File: config.mk
export PLATFORM = sky130hd
export DESIGN_NAME = rgb_to_hsl_converter
export DESIGN_NICKNAME = d
export VERILOG_FILES = /design/src/rtl/rgbhsl_pkg.sv /design/src/rtl/rgbhsl_prep.sv /design/src/rtl/rgbhsl_div_cell.sv /design/src/rtl/rgb_to_hsl_converter.sv
export SDC_FILE = /design/constraint.sdc
export NUM_CORES = 2
export LEC_CHECK = 0
export BUFFER_PORTS_ARGS = -buffer_cell sky130_fd_sc_hd__buf_2
export CAP_MARGIN = 20
export CORE_UTILIZATION = 40
export DETAILED_ROUTE_END_ITERATION = 6
export PLACE_DENSITY_LB_ADDON = 0.08
export SYNTH_ARGS = -nofsm -noshare
export SYNTH_HDL_FRONTEND = slang
export SYNTH_SLANG_ARGS = --single-unit
File: constraint.sdc
create_clock -name clk_i -period 8.7 [get_ports clk_i]
set_input_delay 1.305 -clock clk_i [delete_from_list [all_inputs] [get_ports clk_i]]
set_output_delay 1.305 -clock clk_i [all_outputs]
set_load 0.01 [all_outputs]
File: src/rtl/rgbhsl_pkg.sv
// Shared types and constants for the RGB to HSL converter.
package rgbhsl_pkg;

  // Hue sector, chosen by the largest channel (red wins ties, then green).
  typedef enum logic [1:0] {
    SECT_RED,
    SECT_GREEN,
    SECT_BLUE
  } sector_e;

  // Control fields that travel with each transaction down the chain.
  typedef struct packed {
    logic    valid;
    logic    gray;
    logic    neg;
    sector_e sector;
  } ctrl_t;

  localparam int unsigned ThrBits  = 8;
  localparam int unsigned SatBits  = 16;
  localparam int unsigned AddrBits = 3;
  localparam int unsigned DataBits = 32;

  localparam logic [ThrBits-1:0] ThrReset = 8'd1;

  // Register index taken from paddr[AddrBits-1:2].
  localparam logic [AddrBits-3:0] RegGrayThreshold = 1'b0;

endpackage

File: src/rtl/rgbhsl_prep.sv
// Front stage: max/min, chroma, lightness, sector and first quotient bits.
module rgbhsl_prep #(
  parameter int unsigned CW = 8,
  parameter int unsigned QW = 17
) (
  input  logic                         clk_i,
  input  logic                         rst_ni,
  input  logic                         ready_i,
  input  logic                         valid_i,
  input  logic [CW-1:0]                red_i,
  input  logic [CW-1:0]                green_i,
  input  logic [CW-1:0]                blue_i,
  input  logic [rgbhsl_pkg::ThrBits-1:0] thr_i,
  output rgbhsl_pkg::ctrl_t            ctrl_o,
  output logic [CW:0]                  sum_o,
  output logic [CW-1:0]                sat_rem_o,
  output logic [CW-1:0]                sat_den_o,
  output logic [QW-1:0]                sat_q_o,
  output logic [CW-1:0]                hue_rem_o,
  output logic [CW-1:0]                hue_div_o,
  output logic [QW-1:0]                hue_q_o
);

  localparam int unsigned TW = (CW > rgbhsl_pkg::ThrBits) ? CW : rgbhsl_pkg::ThrBits;

  logic [CW-1:0] mx, mn, d, den, pos, subt, mag, sat_rem, hue_rem;
  logic [CW-1:0] full;
  logic [CW:0]   sum, den_w;
  logic [TW-1:0] d_ext, thr_ext;
  logic [rgbhsl_pkg::ThrBits-1:0] thr_eff;
  logic          neg, gray, sat_top, hue_top;
  rgbhsl_pkg::sector_e sector;

  rgbhsl_pkg::ctrl_t ctrl_q;
  logic [CW:0]       sum_q;
  logic [CW-1:0]     sat_rem_q, sat_den_q, hue_rem_q, hue_div_q;
  logic [QW-1:0]     sat_q_q, hue_q_q;

  always_comb begin
    full = {CW{1'b1}};
    mx = red_i;
    if (green_i > mx) mx = green_i;
    if (blue_i > mx) mx = blue_i;
    mn = red_i;
    if (green_i < mn) mn = green_i;
    if (blue_i < mn) mn = blue_i;
    d   = mx - mn;
    sum = {1'b0, mx} + {1'b0, mn};
    if (sum < {1'b0, full}) begin
      den_w = sum;
    end else begin
      den_w = {full, 1'b0} - sum;
    end
    den = den_w[CW-1:0];

    // red, then green, then blue on ties
    if (red_i == mx) begin
      sector = rgbhsl_pkg::SECT_RED;
      pos    = green_i;
      subt   = blue_i;
    end else if (green_i == mx) begin
      sector = rgbhsl_pkg::SECT_GREEN;
      pos    = blue_i;
      subt   = red_i;
    end else begin
      sector = rgbhsl_pkg::SECT_BLUE;
      pos    = red_i;
      subt   = green_i;
    end
    neg = subt > pos;
    mag = neg ? (subt - pos) : (pos - subt);

    // threshold of zero acts as one
    thr_eff = (thr_i == '0) ? rgbhsl_pkg::ThrBits'(1) : thr_i;
    d_ext   = TW'(d);
    thr_ext = TW'(thr_eff);
    gray    = d_ext < thr_ext;

    // integer bit of each quotient; both quotients are at most one
    sat_top = d >= den;
    sat_rem = sat_top ? (d - den) : d;
    hue_top = mag >= d;
    hue_rem = hue_top ? (mag - d) : mag;
  end

  always_ff @(posedge clk_i or negedge rst_ni) begin
    if (!rst_ni) begin
      ctrl_q <= '0;
    end else if (ready_i) begin
      ctrl_q.valid  <= valid_i;
      ctrl_q.gray   <= gray;
      ctrl_q.neg    <= neg;
      ctrl_q.sector <= sector;
    end
  end

  always_ff @(posedge clk_i) begin
    if (ready_i) begin
      sum_q     <= sum;
      sat_rem_q <= sat_rem;
      sat_den_q <= den;
      sat_q_q   <= QW'(sat_top);
      hue_rem_q <= hue_rem;
      hue_div_q <= d;
      hue_q_q   <= QW'(hue_top);
    end
  end

  assign ctrl_o    = ctrl_q;
  assign sum_o     = sum_q;
  assign sat_rem_o = sat_rem_q;
  assign sat_den_o = sat_den_q;
  assign sat_q_o   = sat_q_q;
  assign hue_rem_o = hue_rem_q;
  assign hue_div_o = hue_div_q;
  assign hue_q_o   = hue_q_q;

endmodule

File: src/rtl/rgbhsl_div_cell.sv
// One restoring-division step for both the saturation and hue quotients.
module rgbhsl_div_cell #(
  parameter int unsigned CW = 8,
  parameter int unsigned QW = 17
) (
  input  logic              clk_i,
  input  logic              rst_ni,
  input  logic              ready_i,
  input  rgbhsl_pkg::ctrl_t ctrl_i,
  input  logic [CW:0]       sum_i,
  input  logic [CW-1:0]     sat_rem_i,
  input  logic [CW-1:0]     sat_den_i,
  input  logic [QW-1:0]     sat_q_i,
  input  logic [CW-1:0]     hue_rem_i,
  input  logic [CW-1:0]     hue_div_i,
  input  logic [QW-1:0]     hue_q_i,
  output rgbhsl_pkg::ctrl_t ctrl_o,
  output logic [CW:0]       sum_o,
  output logic [CW-1:0]     sat_rem_o,
  output logic [CW-1:0]     sat_den_o,
  output logic [QW-1:0]     sat_q_o,
  output logic [CW-1:0]     hue_rem_o,
  output logic [CW-1:0]     hue_div_o,
  output logic [QW-1:0]     hue_q_o
);

  logic [CW:0]   sat_t, hue_t, sat_sub, hue_sub;
  logic          sat_bit, hue_bit;

  rgbhsl_pkg::ctrl_t ctrl_q;
  logic [CW:0]       sum_q;
  logic [CW-1:0]     sat_rem_q, sat_den_q, hue_rem_q, hue_div_q;
  logic [QW-1:0]     sat_q_q, hue_q_q;

  // remainder stays below the divisor, so the doubled value fits CW+1 bits
  always_comb begin
    sat_t   = {sat_rem_i, 1'b0};
    sat_bit = sat_t >= {1'b0, sat_den_i};
    sat_sub = sat_t - {1'b0, sat_den_i};
    hue_t   = {hue_rem_i, 1'b0};
    hue_bit = hue_t >= {1'b0, hue_div_i};
    hue_sub = hue_t - {1'b0, hue_div_i};
  end

  always_ff @(posedge clk_i or negedge rst_ni) begin
    if (!rst_ni) begin
      ctrl_q <= '0;
    end else if (ready_i) begin
      ctrl_q <= ctrl_i;
    end
  end

  always_ff @(posedge clk_i) begin
    if (ready_i) begin
      sum_q     <= sum_i;
      sat_den_q <= sat_den_i;
      hue_div_q <= hue_div_i;
      sat_rem_q <= sat_bit ? sat_sub[CW-1:0] : sat_t[CW-1:0];
      hue_rem_q <= hue_bit ? hue_sub[CW-1:0] : hue_t[CW-1:0];
      sat_q_q   <= {sat_q_i[QW-2:0], sat_bit};
      hue_q_q   <= {hue_q_i[QW-2:0], hue_bit};
    end
  end

  assign ctrl_o    = ctrl_q;
  assign sum_o     = sum_q;
  assign sat_rem_o = sat_rem_q;
  assign sat_den_o = sat_den_q;
  assign sat_q_o   = sat_q_q;
  assign hue_rem_o = hue_rem_q;
  assign hue_div_o = hue_div_q;
  assign hue_q_o   = hue_q_q;

endmodule

File: src/rtl/rgb_to_hsl_converter.sv
// Top level of the pipelined RGB to HSL pixel converter.
//
// Converts one RGB pixel per clock unless stalled. A transaction passes
// a front stage (max/min, chroma d, lightness sum, hue sector and the
// integer quotient bit), then a row of NCELLS = max(16, HUE_FRACTION_BITS)
// division cells, each resolving one fraction bit of both the saturation
// quotient d*2^16/den and the hue quotient |diff|*2^HUE_FRACTION_BITS/d,
// then the output register, which applies the sector offset (1, 3 or 5),
// saturates the saturation at 65535 and zeroes hue and saturation for
// gray pixels. Throughput is one transaction per cycle while out_stall_i
// is low, set by the one-bit-per-cell division row.
// Each stage holds its transaction only while the next one is full and
// stalled, so bubbles collapse and input stall only rises when the whole
// row is full. lightness_sum is max+min (lightness = lightness_sum / (2F)).
// Register gray_threshold at byte address 0 (8 bits, reset 1; zero acts
// as one): pixels with max - min below it are gray.
module rgb_to_hsl_converter #(
  parameter int unsigned CHANNEL_BITS      = 8,
  parameter int unsigned HUE_FRACTION_BITS = 13
) (
  input  logic                                clk_i,
  input  logic                                rst_ni,
  // APB-style configuration port
  input  logic                                psel,
  input  logic                                penable,
  input  logic                                pwrite,
  input  logic [rgbhsl_pkg::AddrBits-1:0]     paddr,
  input  logic [rgbhsl_pkg::DataBits-1:0]     pwdata,
  output logic [rgbhsl_pkg::DataBits-1:0]     prdata,
  output logic                                pready,
  // pixel input
  input  logic                                in_valid_i,
  output logic                                in_stall_o,
  input  logic [CHANNEL_BITS-1:0]             red_i,
  input  logic [CHANNEL_BITS-1:0]             green_i,
  input  logic [CHANNEL_BITS-1:0]             blue_i,
  // result output
  output logic                                out_valid_o,
  input  logic                                out_stall_i,
  output logic [HUE_FRACTION_BITS+2:0]        hue_o,
  output logic [rgbhsl_pkg::SatBits-1:0]      saturation_o,
  output logic [CHANNEL_BITS:0]               lightness_sum_o,
  output logic                                is_gray_o
);

  localparam int unsigned CW     = CHANNEL_BITS;
  localparam int unsigned FB     = HUE_FRACTION_BITS;
  localparam int unsigned SB     = rgbhsl_pkg::SatBits;
  localparam int unsigned HW     = FB + 3;
  localparam int unsigned NCELLS = (FB > SB) ? FB : SB;
  localparam int unsigned QW     = NCELLS + 1;

  // ---------------------------------------------------------------------
  // Configuration register
  // ---------------------------------------------------------------------
  logic [rgbhsl_pkg::ThrBits-1:0] thr_q;
  logic                           reg_sel;

  assign reg_sel = paddr[rgbhsl_pkg::AddrBits-1:2] == rgbhsl_pkg::RegGrayThreshold;
  assign pready  = 1'b1;

  always_ff @(posedge clk_i or negedge rst_ni) begin
    if (!rst_ni) begin
      thr_q <= rgbhsl_pkg::ThrReset;
    end else if (psel && penable && pwrite && pready && reg_sel) begin
      thr_q <= pwdata[rgbhsl_pkg::ThrBits-1:0];
    end
  end

  assign prdata = reg_sel ? rgbhsl_pkg::DataBits'(thr_q) : '0;

  // ---------------------------------------------------------------------
  // Pipeline: stage 0 is the front stage, stages 1..NCELLS the cells
  // ---------------------------------------------------------------------
  rgbhsl_pkg::ctrl_t ctrl   [NCELLS+1];
  logic [CW:0]       sum    [NCELLS+1];
  logic [CW-1:0]     sat_rem[NCELLS+1];
  logic [CW-1:0]     sat_den[NCELLS+1];
  logic [QW-1:0]     sat_q  [NCELLS+1];
  logic [CW-1:0]     hue_rem[NCELLS+1];
  logic [CW-1:0]     hue_div[NCELLS+1];
  logic [QW-1:0]     hue_q  [NCELLS+1];
  logic              ready  [NCELLS+2];

  // a stage loads when it is empty or the stage after it loads
  logic out_valid_q;
  assign ready[NCELLS+1] = !out_valid_q || !out_stall_i;

  for (genvar k = 0; k <= NCELLS; k++) begin : g_ready
    assign ready[k] = !ctrl[k].valid || ready[k+1];
  end

  assign in_stall_o = !ready[0];

  rgbhsl_prep #(
    .CW (CW),
    .QW (QW)
  ) u_prep (
    .clk_i     (clk_i),
    .rst_ni    (rst_ni),
    .ready_i   (ready[0]),
    .valid_i   (in_valid_i),
    .red_i     (red_i),
    .green_i   (green_i),
    .blue_i    (blue_i),
    .thr_i     (thr_q),
    .ctrl_o    (ctrl[0]),
    .sum_o     (sum[0]),
    .sat_rem_o (sat_rem[0]),
    .sat_den_o (sat_den[0]),
    .sat_q_o   (sat_q[0]),
    .hue_rem_o (hue_rem[0]),
    .hue_div_o (hue_div[0]),
    .hue_q_o   (hue_q[0])
  );

  for (genvar k = 1; k <= NCELLS; k++) begin : g_cell
    rgbhsl_div_cell #(
      .CW (CW),
      .QW (QW)
    ) u_cell (
      .clk_i     (clk_i),
      .rst_ni    (rst_ni),
      .ready_i   (ready[k]),
      .ctrl_i    (ctrl[k-1]),
      .sum_i     (sum[k-1]),
      .sat_rem_i (sat_rem[k-1]),
      .sat_den_i (sat_den[k-1]),
      .sat_q_i   (sat_q[k-1]),
      .hue_rem_i (hue_rem[k-1]),
      .hue_div_i (hue_div[k-1]),
      .hue_q_i   (hue_q[k-1]),
      .ctrl_o    (ctrl[k]),
      .sum_o     (sum[k]),
      .sat_rem_o (sat_rem[k]),
      .sat_den_o (sat_den[k]),
      .sat_q_o   (sat_q[k]),
      .hue_rem_o (hue_rem[k]),
      .hue_div_o (hue_div[k]),
      .hue_q_o   (hue_q[k])
    );
  end

  // ---------------------------------------------------------------------
  // Final assembly into the output register
  // ---------------------------------------------------------------------
  rgbhsl_pkg::ctrl_t last;
  logic [SB:0]       sat_full;
  logic [SB-1:0]     sat_d;
  logic [FB:0]       hue_frac;
  logic [HW-1:0]     hue_base, hue_d;

  assign last = ctrl[NCELLS];

  always_comb begin
    // integer bit plus SB fraction bits; extra cells only shift in more
    sat_full = sat_q[NCELLS][QW-1 -: SB+1];
    sat_d    = sat_full[SB] ? {SB{1'b1}} : sat_full[SB-1:0];

    hue_frac = hue_q[NCELLS][QW-1 -: FB+1];
    case (last.sector)
      rgbhsl_pkg::SECT_RED:   hue_base = HW'(1) << FB;
      rgbhsl_pkg::SECT_GREEN: hue_base = HW'(3) << FB;
      rgbhsl_pkg::SECT_BLUE:  hue_base = HW'(5) << FB;
      default:                hue_base = '0;
    endcase
    // quotient magnitude is at most one, so the result never goes negative
    hue_d = last.neg ? (hue_base - HW'(hue_frac)) : (hue_base + HW'(hue_frac));

    if (last.gray) begin
      sat_d = '0;
      hue_d = '0;
    end
  end

  logic [HW-1:0] hue_q_out;
  logic [SB-1:0] sat_q_out;
  logic [CW:0]   sum_q_out;
  logic          gray_q_out;

  always_ff @(posedge clk_i or negedge rst_ni) begin
    if (!rst_ni) begin
      out_valid_q <= 1'b0;
    end else if (ready[NCELLS+1]) begin
      out_valid_q <= last.valid;
    end
  end

  always_ff @(posedge clk_i) begin
    if (ready[NCELLS+1]) begin
      hue_q_out  <= hue_d;
      sat_q_out  <= sat_d;
      sum_q_out  <= sum[NCELLS];
      gray_q_out <= last.gray;
    end
  end

  assign out_valid_o     = out_valid_q;
  assign hue_o           = hue_q_out;
  assign saturation_o    = sat_q_out;
  assign lightness_sum_o = sum_q_out;
  assign is_gray_o       = gray_q_out;

endmodule
==> reports/summary.json <==
{
  "outcome": {
    "outcome": "completed"
  },
  "critical_path": {
    "startpoint_type": "input port",
    "timing_worst_setup_path_type": "input port to register",
    "cp_max_fo": 4,
    "required_ps": 9110,
    "crit_path_end_kind": "register",
    "critical_path.max_stage_delay_ps": 390,
    "cp_data_arrival_time_ps": 8870,
    "critPathSlowestCell": "sky130_fd_sc_hd__fa_2"
  },
  "grt": {
    "grt_max_degree": 66,
    "via_count_of_the_first_global_routing_pass": 26650,
    "first_pass_grt_wire_length_um": 134000,
    "gr-total-overflow": 0,
    "grt_antenna_before_repair": 0,
    "track_usage_pct": 13.46
  },
  "power": {
    "power_density_over_the_cells_nw_per_um2": 451.3,
    "power_mw": 24.99,
    "clock_power_share_pct": 17.4,
    "switching_power_mw": 8.274,
    "p_sw_share_pct": 33.10,
    "power_frac_seq_pct": 39.5,
    "internal-power_mw": 16.72,
    "comb_power_share_pct": 43.1,
    "peakVddDrop_mv": 0.3057,
    "standby_leakage_power_nw": 22.64
  },
  "floorplan": {
    "pin_count": 143,
    "coreArea_sq_um": 118600,
    "num_rows": 126,
    "design.die.area_sq_um": 121300,
    "die_x_um": 348.3,
    "floorplan.initialDensity_pct": 40.47,
    "floorplan.die.height_um": 348.3
  },
  "yosys": {
    "synth_top_cell_by_area": "sky130_fd_sc_hd__edfxtp_1",
    "netlist.area_leader.share_pct": 58.20,
    "yosys_most_used_dff": "sky130_fd_sc_hd__edfxtp_1",
    "synth.ff_latch_count": 1024,
    "syn-cell-area_sq_um": 47980,
    "syn_inst": 3514,
    "synth-async-reset-ratio_pct": 9.180,
    "synth_warnings": 0,
    "yosysSeqAreaShare_pct": 63.11,
    "synth_edf_count": 930,
    "synthDistinctLibCells": 79,
    "yosys-top-cells-area": "sky130_fd_sc_hd__edfxtp_1 58%, sky130_fd_sc_hd__ha_1 8.1%, sky130_fd_sc_hd__mux2_2 5.3%",
    "syn_area_per_cell_sq_um": 13.65
  },
  "timing": {
    "setup_viol": 0,
    "timing.fmax_ghz": 0.1183,
    "hold_viol_final": 0,
    "post-route-period-util_pct": 97.16,
    "relSlewSlack_pct": 35.98,
    "worst-slew-pin-transition_ps": 956.9,
    "final-max-slew-violation-count": 0,
    "min_period_ps": 8453,
    "layout_setup_ws_ps": 247.2,
    "hold-worst-slack_ps": 389.6,
    "final.setup_skew_ps": 63.30
  },
  "placement": {
    "detailedPlacementHpwl_um": 59510,
    "numPortBuffers": 91,
    "finalWeightedCongestion": 0.8062,
    "placedInstanceArea_sq_um": 51590,
    "detailedPlace.worstSlack_ps": -406.4
  },
  "cells_and_area": {
    "final_core_utilization_pct": 46.71,
    "area_delta_synth_final_pct": 15.41,
    "nets": 4267,
    "stdcell_area_sq_um": 55380,
    "mostFrequentLayoutCell": "sky130_fd_sc_hd__edfxtp_1",
    "final_cell_mix": "930 x sky130_fd_sc_hd__edfxtp_1, 410 x sky130_fd_sc_hd__inv_1, 350 x sky130_fd_sc_hd__nor2_1, 301 x sky130_fd_sc_hd__ha_1, 217 x sky130_fd_sc_hd__mux2_2",
    "antenna-diode-count": 0,
    "post_route_cells_drive_above_1_share_pct": 18.42,
    "final.fill_count": 10650
  },
  "detailed_routing": {
    "routed-via-count": 26010,
    "postRouteAntennaNets": 0,
    "drt-wirelength-per-cell_um": 14.52,
    "avgViaCountPerCell": 4.694,
    "route.detailed.drc": 0,
    "drt-total-wl_um": 80430,
    "drt-initial-drc-count": 994,
    "drt-pass1-iter-count": 4
  },
  "cts": {
    "tritoncts": "yes",
    "hold_buffers": 0,
    "max-clock-path-buffers": 3,
    "cts_buffers": 110,
    "clkSlewWorstSetupHoldPaths_ps": 60,
    "clk_latency_ps": 690,
    "cts_max_level": 3,
    "clock_tree.root_cell": "sky130_fd_sc_hd__clkbuf_16",
    "tritoncts_num_sinks": 1024
  },
  "hold_path": {
    "hold_path_class": "register to register"
  },
  "flow_run": {
    "maximum_capacitance_violations": 0
  }
}
state kept, by name, indices dropped and copies added, names as in the netlist, 9 cells and up:
name / cells
g_cell.u_cell.hue_div_o: 96
g_cell.u_cell.sat_den_o: 108
lightness_sum_o: 9
g_cell.u_cell.sum_o: 129
g_cell.u_cell.ctrl_o: 80
g_cell.u_cell.hue_rem_o: 96
g_cell.u_cell.sat_rem_o: 120
g_cell.u_cell.hue_q_o: 146
hue_o: 16
saturation_o: 16
g_cell.u_cell.sat_q_o: 152
layout make-up:
| type | instances | area [sq um] | area share [%] |
|---|---|---|---|
| timing repair buffer | 269 | 1919 | 3.466 |
| clock inverter | 53 | 489.2 | 0.8834 |
| multi-input combinational | 2029 | 16170 | 29.20 |
| sequential | 1024 | 30280 | 54.68 |
| tap | 1600 | 2002 | 3.615 |
| clock buffer | 143 | 2917 | 5.267 |
| inverter | 423 | 1598 | 2.885 |
synth_stat cells, drive strengths merged (3+ instances only):
cell type  count
o41ai          3
mux2         230
buf           37
a311oi        28
nor3          14
o21a          12
o21ai        171
o32ai          4
clkbuf        23
fa            33
nor4           4
nor2b         74
a21boi        84
mux2i         73
and3           8
inv          423
nand3         46
ha           311
xor2          55
a21o          48
or2            7
o211ai         5
nor2         357
and2           4
nand2        104
nand4         38
a31oi          7
xnor2        102
a21oi         92
o21bai         8
dfrtp         93
nand2b        53
edfxtp       930
through the flow:
stage          instances  setup TNS, ps
2_1_floorplan       3537         -11.90
3_3_place_gp        5330          -2627
3_5_place_dp        5330          -3637
4_1_cts             5526              0
5_1_grt             5541         -400.1
6_report            5541              0
per-layer routing:
| layer | GRT usage [%] | share of wire, % | wire length [um] |
|---|---|---|---|
| met2 | 24.18 | 51 | 40640 |
| met3 | 2.212 | 2.8 | 2239 |
| met5 | 0 | 0 | 0 |
| met4 | 4.010 | 2.4 | 1927 |
| met1 | 16.51 | 44 | 35620 |
kinds of logic (layout without fill, tap and decap cells):
kind of cell             count (synthesis)  in the layout  synth area share (%)
multiplexers                           303            303                 6.921
adder cells (fa/ha/maj)                344            344                 9.487
AO/OA/AOI/OAI                          485            485                 6.587
XOR/XNOR                               157            157                 2.866
other                                    2             25               0.01565
AND/OR/NAND/NOR                        715            715                 6.952
buffers and inverters                  484            888                 4.063
flip-flops                            1024           1024                 63.11
power groups by stage:
stage | logic [mW] | registers (mW) | clock network (mW)
after floorplan | 7.95 | 9.57 | 0
after CTS | 10.7 | 9.94 | 4.52
after detailed placement | 10.6 | 10.0 | 0
after global placement | 10.6 | 9.99 | 0
after global routing | 12.2 | 10.2 | 4.70
final | 10.8 | 9.86 | 4.35
worst max-delay path: cells and delay by family:
kind / cells / cell delay [ps]
compound gates: 16 / 2870
fa+ha+maj: 5 / 1550
simple gates: 10 / 1410
buf+inv: 7 / 850
mux: 3 / 840
worst paths after layout:
path | from | to | slack (ps) | depth (start not counted)
setup / recovery | red_i[6] | u_prep.hue_rem_o[2] | 250 | 41
hold / removal | g_cell[1].u_cell.sum_o[1] | g_cell[2].u_cell.sum_o[1] | 390 | 0
setup reg to reg | out_valid_o | u_prep.sat_rem_o[1] | 4860 | 11
hold reg to reg | g_cell[1].u_cell.sum_o[1] | g_cell[2].u_cell.sum_o[1] | 390 | 0
max in group asynchronous | rst_ni | g_cell[16].u_cell.ctrl_o[2] | 7000 | 2
min in group asynchronous | rst_ni | g_cell[4].u_cell.ctrl_o[3] | 550 | 1
what timing repair did:
action,in CTS,in global routing
setup endpoints to repair,0,17
endpoints found under the hold margin,0,0
buffers inserted,0,13
gates resized for setup,0,43
Note: power is estimated with default switching activity, not from simulation.
